**src/rtl/core/gdcs_pkg.sv**
```systemverilog
package gdcs_pkg;
    localparam int unsigned MAX_ELEMS_DEF = 64;
    localparam int unsigned VAL_W = 16;
    localparam int unsigned CNT_W = 11;
    localparam int unsigned QDEPTH = 2;

    // Entry handed from the load front end to the sort back end.
    typedef struct packed {
        logic signed [VAL_W-1:0] value;
        logic                    last;
    } gdcs_item_t;
endpackage

```
**src/rtl/core/gdcs_queue.sv**
```systemverilog
module gdcs_queue (
    input  logic              aclk,
    input  logic              aresetn,
    input  logic              in_valid,
    output logic              in_ready,
    input  gdcs_pkg::gdcs_item_t in_item,
    output logic              out_valid,
    input  logic              out_ready,
    output gdcs_pkg::gdcs_item_t out_item
);
    gdcs_pkg::gdcs_item_t mem_reg [gdcs_pkg::QDEPTH];
    logic                 wp_reg, rp_reg;
    logic [1:0]           cnt_reg;
    logic                 push, pop;

    assign push      = in_valid && in_ready;
    assign pop       = out_valid && out_ready;
    assign in_ready  = (cnt_reg != 2'd2);
    assign out_valid = (cnt_reg != 2'd0);
    assign out_item  = mem_reg[rp_reg];

    always_ff @(posedge aclk) begin
        if (push) begin
            mem_reg[wp_reg] <= in_item;
        end
        if (!aresetn) begin
            wp_reg  <= 1'b0;
            rp_reg  <= 1'b0;
            cnt_reg <= 2'd0;
        end else begin
            if (push) wp_reg <= ~wp_reg;
            if (pop)  rp_reg <= ~rp_reg;
            cnt_reg <= cnt_reg + {1'b0, push} - {1'b0, pop};
        end
    end

    a_no_overrun: assert property (@(posedge aclk) disable iff (!aresetn)
        cnt_reg != 2'd3) else $error("queue count out of range");
    a_full_blocks: assert property (@(posedge aclk) disable iff (!aresetn)
        cnt_reg == 2'd2 |-> !in_ready) else $error("full queue accepts");
    a_empty_idle: assert property (@(posedge aclk) disable iff (!aresetn)
        cnt_reg == 2'd0 |-> !out_valid) else $error("empty queue shows data");
endmodule

```
**src/rtl/core/gdcs_sorter.sv**
```systemverilog
module gdcs_sorter #(
    parameter int unsigned MAX_ELEMS = gdcs_pkg::MAX_ELEMS_DEF
) (
    input  logic                     aclk,
    input  logic                     aresetn,
    input  logic                     q_valid,
    output logic                     q_ready,
    input  gdcs_pkg::gdcs_item_t     q_item,
    output logic                     m_valid,
    input  logic                     m_ready,
    output logic signed [gdcs_pkg::VAL_W-1:0] m_value_res,
    output logic                     m_last_res,
    output logic [gdcs_pkg::CNT_W-1:0] m_comparisons,
    output logic [gdcs_pkg::CNT_W-1:0] m_swaps,
    output logic                     m_overflowed
);
    localparam int unsigned AW = (MAX_ELEMS > 1) ? $clog2(MAX_ELEMS) : 1;
    localparam int unsigned NW = $clog2(MAX_ELEMS + 1);

    typedef enum logic [2:0] {
        S_LOAD, S_RDA, S_RDB, S_CMP, S_EMIT_RD, S_EMIT
    } state_t;

    logic signed [gdcs_pkg::VAL_W-1:0] store [MAX_ELEMS];

    state_t                      state_reg;
    logic [NW-1:0]               n_reg;
    logic [AW-1:0]               gap_reg, i_reg;
    logic [AW:0]                 j_full;
    logic                        drop_reg;
    logic [gdcs_pkg::CNT_W-1:0]  cmp_reg, swp_reg;
    logic signed [gdcs_pkg::VAL_W-1:0] rd_reg, a_reg;
    logic [AW-1:0]               j_idx;

    // Second operand index of the current compare.
    assign j_full = {1'b0, i_reg} + {1'b0, gap_reg};
    assign j_idx  = j_full[AW-1:0];
    assign q_ready = (state_reg == S_LOAD);

    always_ff @(posedge aclk) begin
        if (!aresetn) begin
            state_reg <= S_LOAD;
            n_reg     <= '0;
            drop_reg  <= 1'b0;
            m_valid   <= 1'b0;
            gap_reg   <= '0;
            i_reg     <= '0;
            cmp_reg   <= '0;
            swp_reg   <= '0;
        end else begin
            case (state_reg)
                S_LOAD: begin
                    if (q_valid) begin
                        logic [NW-1:0] n_new;
                        n_new = n_reg;
                        if (n_reg < NW'(MAX_ELEMS)) begin
                            store[n_reg[AW-1:0]] <= q_item.value;
                            n_new = n_reg + 1'b1;
                        end else begin
                            drop_reg <= 1'b1;
                        end
                        n_reg <= n_new;
                        if (q_item.last) begin
                            cmp_reg <= '0;
                            swp_reg <= '0;
                            i_reg   <= '0;
                            if (n_new > NW'(1)) begin
                                gap_reg   <= AW'(n_new - 1'b1);
                                state_reg <= S_RDA;
                            end else begin
                                state_reg <= S_EMIT_RD;
                            end
                        end
                    end
                end
                S_RDA: begin
                    rd_reg    <= store[i_reg];
                    state_reg <= S_RDB;
                end
                S_RDB: begin
                    a_reg     <= rd_reg;
                    rd_reg    <= store[j_idx];
                    state_reg <= S_CMP;
                end
                S_CMP: begin
                    cmp_reg <= cmp_reg + 1'b1;
                    if (a_reg > rd_reg) begin
                        store[i_reg] <= rd_reg;
                        store[j_idx] <= a_reg;
                        swp_reg <= swp_reg + 1'b1;
                    end
                    if ({1'b0, j_full} + 1'b1 < (AW+2)'(n_reg)) begin
                        i_reg     <= i_reg + 1'b1;
                        state_reg <= S_RDA;
                    end else if (gap_reg > AW'(1)) begin
                        gap_reg   <= gap_reg - 1'b1;
                        i_reg     <= '0;
                        state_reg <= S_RDA;
                    end else begin
                        i_reg     <= '0;
                        state_reg <= S_EMIT_RD;
                    end
                end
                S_EMIT_RD: begin
                    if (!m_valid || m_ready) begin
                        logic fin;
                        fin = ({1'b0, i_reg} + 1'b1 == (AW+1)'(n_reg));
                        m_valid       <= 1'b1;
                        m_value_res   <= store[i_reg];
                        m_last_res    <= fin;
                        m_comparisons <= fin ? cmp_reg : '0;
                        m_swaps       <= fin ? swp_reg : '0;
                        m_overflowed  <= fin ? drop_reg : 1'b0;
                        i_reg         <= i_reg + 1'b1;
                        if (fin) begin
                            n_reg     <= '0;
                            drop_reg  <= 1'b0;
                            state_reg <= S_EMIT;
                        end
                    end
                end
                S_EMIT: begin
                    if (m_ready) begin
                        m_valid   <= 1'b0;
                        state_reg <= S_LOAD;
                    end
                end
                default: state_reg <= S_LOAD;
            endcase
        end
    end

    a_cnt_bound: assert property (@(posedge aclk) disable iff (!aresetn)
        n_reg <= NW'(MAX_ELEMS)) else $error("element count beyond capacity");
    a_swp_le_cmp: assert property (@(posedge aclk) disable iff (!aresetn)
        swp_reg <= cmp_reg) else $error("more swaps than compares");
    a_emit_counts: assert property (@(posedge aclk) disable iff (!aresetn)
        m_valid && !m_last_res |-> m_comparisons == '0 && m_swaps == '0)
        else $error("counts shown before final result");
    a_gap_nonzero: assert property (@(posedge aclk) disable iff (!aresetn)
        state_reg == S_CMP |-> gap_reg != '0) else $error("zero gap in sweep");
endmodule

```
**src/rtl/core/gap_decrement_comb_sort_unit.sv**
```systemverilog
// Gap-decrement comb sort. Accepts one signed 16-bit value per transaction
// until one marked last, keeping up to MAX_ELEMS values (extras are dropped
// and reported on the final result). It then makes one compare-and-swap sweep
// for every gap from count-1 down to 1 and returns the values in store order;
// the final result carries compare and swap counts and the overflow flag.
// A front queue of two entries takes inputs while the sorter is loading;
// each value is stored as it is loaded, each compare reads its first operand,
// then its second, then compares and writes both back swapped if the first
// is greater, and results drain while the receiver is ready. The sorter
// takes no new set while a set is sorting or draining; meanwhile the queue
// still takes up to two transactions of the next set and then holds s_ready low.
module gap_decrement_comb_sort_unit #(
    parameter int unsigned MAX_ELEMS = gdcs_pkg::MAX_ELEMS_DEF
) (
    input  logic                       aclk,
    input  logic                       aresetn,
    input  logic                       s_valid,
    output logic                       s_ready,
    input  logic signed [15:0]         s_value,
    input  logic                       s_last,
    output logic                       m_valid,
    input  logic                       m_ready,
    output logic signed [15:0]         m_value_res,
    output logic                       m_last_res,
    output logic [10:0]                m_comparisons,
    output logic [10:0]                m_swaps,
    output logic                       m_overflowed
);
    gdcs_pkg::gdcs_item_t in_item, q_item;
    logic                 q_valid, q_ready;

    assign in_item.value = s_value;
    assign in_item.last  = s_last;

    // Front end: hold incoming transactions until the sorter takes them.
    gdcs_queue u_queue (
        .aclk      (aclk),
        .aresetn   (aresetn),
        .in_valid  (s_valid),
        .in_ready  (s_ready),
        .in_item   (in_item),
        .out_valid (q_valid),
        .out_ready (q_ready),
        .out_item  (q_item)
    );

    // Back end: store, sweep and drain.
    gdcs_sorter #(.MAX_ELEMS(MAX_ELEMS)) u_sorter (
        .aclk          (aclk),
        .aresetn       (aresetn),
        .q_valid       (q_valid),
        .q_ready       (q_ready),
        .q_item        (q_item),
        .m_valid       (m_valid),
        .m_ready       (m_ready),
        .m_value_res   (m_value_res),
        .m_last_res    (m_last_res),
        .m_comparisons (m_comparisons),
        .m_swaps       (m_swaps),
        .m_overflowed  (m_overflowed)
    );
endmodule
```
**config.mk**
```make
export PLATFORM = sky130hd
export DESIGN_NAME = gap_decrement_comb_sort_unit
export DESIGN_NICKNAME = d
export VERILOG_FILES = /design/src/rtl/core/gdcs_pkg.sv /design/src/rtl/core/gdcs_queue.sv /design/src/rtl/core/gdcs_sorter.sv /design/src/rtl/core/gap_decrement_comb_sort_unit.sv
export SDC_FILE = /design/constraint.sdc
export NUM_CORES = 2
export LEC_CHECK = 0
export ABC_AREA = 0
export CAP_MARGIN = 20
export CELL_PAD_IN_SITES_DETAIL_PLACEMENT = 0
export CELL_PAD_IN_SITES_GLOBAL_PLACEMENT = 1
export CORE_ASPECT_RATIO = 0.9
export CORE_MARGIN = 4
export CORE_UTILIZATION = 50
export DETAILED_ROUTE_END_ITERATION = 16
export DONT_BUFFER_PORTS = 1
export PLACE_DENSITY = 0.73
export SLEW_MARGIN = 10
export SYNTH_ARGS = -nofsm -noshare
export SYNTH_HDL_FRONTEND = slang
export SYNTH_SLANG_ARGS = --single-unit
```
**constraint.sdc**
```tcl
create_clock -name aclk -period 9.45 [get_ports aclk]
set_input_delay 0.4725 -clock aclk [delete_from_list [all_inputs] [get_ports aclk]]
set_output_delay 0.4725 -clock aclk [all_outputs]
set_load 0.005 [all_outputs]
```
==> results by group <==
Cells and area
  – Reg area: 35090 um2
  – Layout Nets: 4806
  – FILL cells: 11240
  – Max reg flops: 1024
  – Area occupied by multi-input gates: 32980 um2
  – P&R area growth vs syn: 9.865%
  – Final Non-Filler Cells: 6708
  – Share of cells above drive strength 1: 36.29%

Timing
  – FMAX: 0.1624 GHz
  – Slew @ Worst Pin: 1.288 ns
  – Clk_skew: 0.03146 ns
  – Setup tns final: 0 ns
  – Pins Over Slew Limit: 0
  – Endpoints failing hold: 0
  – RSZ-0062 raised after global routing: false
  – Relative slew slack: 14.14%
  – Setup-failing EPs final: 0
  – Final min period: 6.157 ns
  – Final worst path period share: 65.15%

Floorplan
  – Die Width: 402.7 um
  – Initial core utilization: 50.30%
  – Die Ht: 363.3 um
  – Die area: 146300 um2
  – IO Count: 63
  – Rows: 130
  – Core area: 139400 um2

Route
  – Total Wirelength: 282.1 mm
  – Initial DRC count: 9655
  – Via-per-instance ratio: 7.626
  – Wire per inst: 42.05 um
  – Vias post-DR: 51150
  – Final ANT Viol Nets: 0
  – Iteration count of the initial detailed-routing pass: 9
  – Post-route DRC violation count: 0

Clock network
  – Clk_lat worst skew: 0.81 ns
  – CTS tree: yes
  – Clk buf depth: 3
  – Number of gates resized after CTS: 0
  – TritonCTS Buffers: 132
  – CTS Sinks: 1187
  – Clock transition at path regs: 0.06 ns
  – Clock Tree Root: clkbuf_16
  – H-tree Lvls: 4

Setup path
  – Endpoint class of the critical path: flop
  – Critical Path Fanout Max: 41
  – CP required: 9.99 ns
  – Kind of critical path: flop to flop
  – WP data arrival: 6.70 ns
  – Startpoint class of the critical path: flop

Logic synthesis
  – Synth top cells by count: edfxtp_1 (1130), mux2_2 (709), clkbuf_1 (361), mux4_2 (352), nand2_1 (309)
  – Top-count cell post-synth: edfxtp_1
  – Post-synth EDFFs: 1130
  – Synth Flop Type: edfxtp_1
  – Seq/Total Area, Yosys: 50.02%
  – Cell area after synthesis: 70110 um2
  – Syn Nets: 4998
  – Top cell type's share of synthesized area: 48.40%
  – Area leader, netlist: edfxtp_1
  – Yosys reg bits: 1187
  – Post-Synthesis Cells: 4937
  – Ys async rst share: 0%
  – Area contributors post-synth: edfxtp_1 (48%), mux2_2 (11%), mux4_2 (11%)
  – Synth Warn #: 0
  – Avg Inst Size Synth: 14.20 um2
  – Netlist cell types: 100

Placed design
  – Final GP Congestion: 0.9993
  – DP Wirelength: 173.3 mm
  – DP Cell Count: 6427
  – IO Port Bufs: 0

Pwr
  – Total power: 18.16 mW
  – P_leak: 24.39 nW
  – Worst vdd ir: 0.2018 mV
  – Pwr Density: 235.7 nW/um2

Global routing
  – Initial antenna violation count: 30
  – Vias in the first global route: 47370
  – Gr ovfl total: 0
  – GRT Util Overall: 37.75%
  – Largest net degree at the start of global routing: 99
  – First-pass GRT wire length: 388.1 mm

Run status
  – Status: completed

Job
  – Max Cap Viol: 0

Hold path
  – Worst min path class: primary input to flop
==> kinds of logic after synthesis <==
family	after synthesis	share of synthesized area (%)
AOI/OAI and AO/OA	770	7.909
and+or+nand+nor	804	6.546
buffers and inverters	603	4.053
DFF	1187	50.02
adders and majority gates	40	0.7245
xor gates and xnor gates	33	0.4230
muxes	1500	30.32
==> layout make-up <==
| class | count | share of cell area, % |
|---|---|---|
| Sequential cell | 1187 | 45.55 |
| Multi-Input combinational cell | 3147 | 42.82 |
| Clock buffer | 168 | 4.628 |
| Tap cell | 1848 | 3.002 |
| Timing Repair Buffer | 242 | 2.878 |
| Clock inverter | 68 | 0.9080 |
| Inverter | 35 | 0.1706 |
| Antenna cell | 13 | 0.04223 |
==> routing by layer <==
layer	routed length [um]	share of wire, %	global-route usage [%]
met2	117100	42	53.24
met4	16050	5.7	17.60
met5	611	0.22	0.9747
met1	101700	36	50.00
met3	46600	17	16.68
==> worst max-delay path: stages (launching register included) <==
cell and delay, ns:
dfxtp_1 0.71, ha_4 0.24, fa_4 0.92, nand2b_1 0.45
buf_4 0.37, nor2_4 0.71, buf_12 0.36, buf_4 0.39
a22oi_1 0.12, a31oi_1 0.66, a2111oi_0 0.17, buf_1 0.23
a31oi_1 0.48
==> power breakdown <==
part	switching [mW]	internal (mW)	total, mW
logic	4.22	2.21	6.43
registers	0.164	6.30	6.47
clock network	2.26	3.01	5.26
total	6.64	11.5	18.2
==> final timing paths <==
check                                                    start  slack [ns]  depth (start not counted)                                  to
worst min-delay path                                   m_ready        0.06                          3  u_sorter.state_reg[0]$_SDFFE_PN0P_
worst max-delay path            u_sorter.i_reg[0]$_SDFFE_PN0P_        3.29                         12        u_sorter.rd_reg[7]$_DFFE_PP_
worst min register to register    u_sorter.rd_reg[7]$_DFFE_PP_        0.45                          0         u_sorter.a_reg[7]$_DFFE_PP_
worst max register to register  u_sorter.i_reg[0]$_SDFFE_PN0P_        3.29                         12        u_sorter.rd_reg[7]$_DFFE_PP_
==> through the flow <==
step	setup WS (ns)	area (um2)	utilization, %	hold WS, ns
after floorplan	4.998	70110	-	0.4264
after global placement	3.356	72210	51.80	0.4340
after detailed placement	3.531	72370	51.92	0.4331
after CTS	3.521	76840	55.12	0.03352
after global routing	3.424	77000	55.24	0.09220
final	3.293	77030	55.26	0.06187
==> repair_timing <==
action,4_1_cts,5_1_grt
endpoints found under the setup margin,0,0
hold buffers,20,0
setup buffers,0,0
hold endpoints to repair,53,0
==> cell usage in the layout (no fill, tap or decap), types with 18 or more instances in the layout <==
| master | synthesis | layout |
|---|---|---|
| edfxtp_1 | 1130 | 1130 |
| mux2_2 | 709 | 709 |
| mux4_2 | 352 | 352 |
| nand2_1 | 309 | 309 |
| a22oi_1 | 286 | 286 |
| mux2_1 | 243 | 243 |
| buf_4 | 4 | 186 |
| clkbuf_16 | 0 | 137 |
| a21oi_1 | 117 | 117 |
| mux2_4 | 103 | 103 |
| nand3_1 | 100 | 100 |
| nor2_1 | 96 | 84 |
| mux2i_1 | 81 | 78 |
| o21ai_0 | 63 | 54 |
| dfxtp_1 | 57 | 53 |
| a31oi_1 | 49 | 49 |
| nor3_4 | 45 | 45 |
| nand4_1 | 38 | 38 |
| ha_1 | 39 | 38 |
| and2_1 | 37 | 37 |
| a221oi_1 | 37 | 37 |
| inv_1 | 30 | 30 |
| clkbuf_1 | 361 | 29 |
| clkinv_1 | 5 | 27 |
| and3_1 | 27 | 27 |
| nor3_1 | 27 | 25 |
| xnor2_1 | 21 | 20 |
| dlygate4sd3_1 | 0 | 20 |
| o32ai_4 | 0 | 19 |
| or3_1 | 18 | 18 |
| nor4_1 | 18 | 18 |
Power figures use the tool's default switching activity.
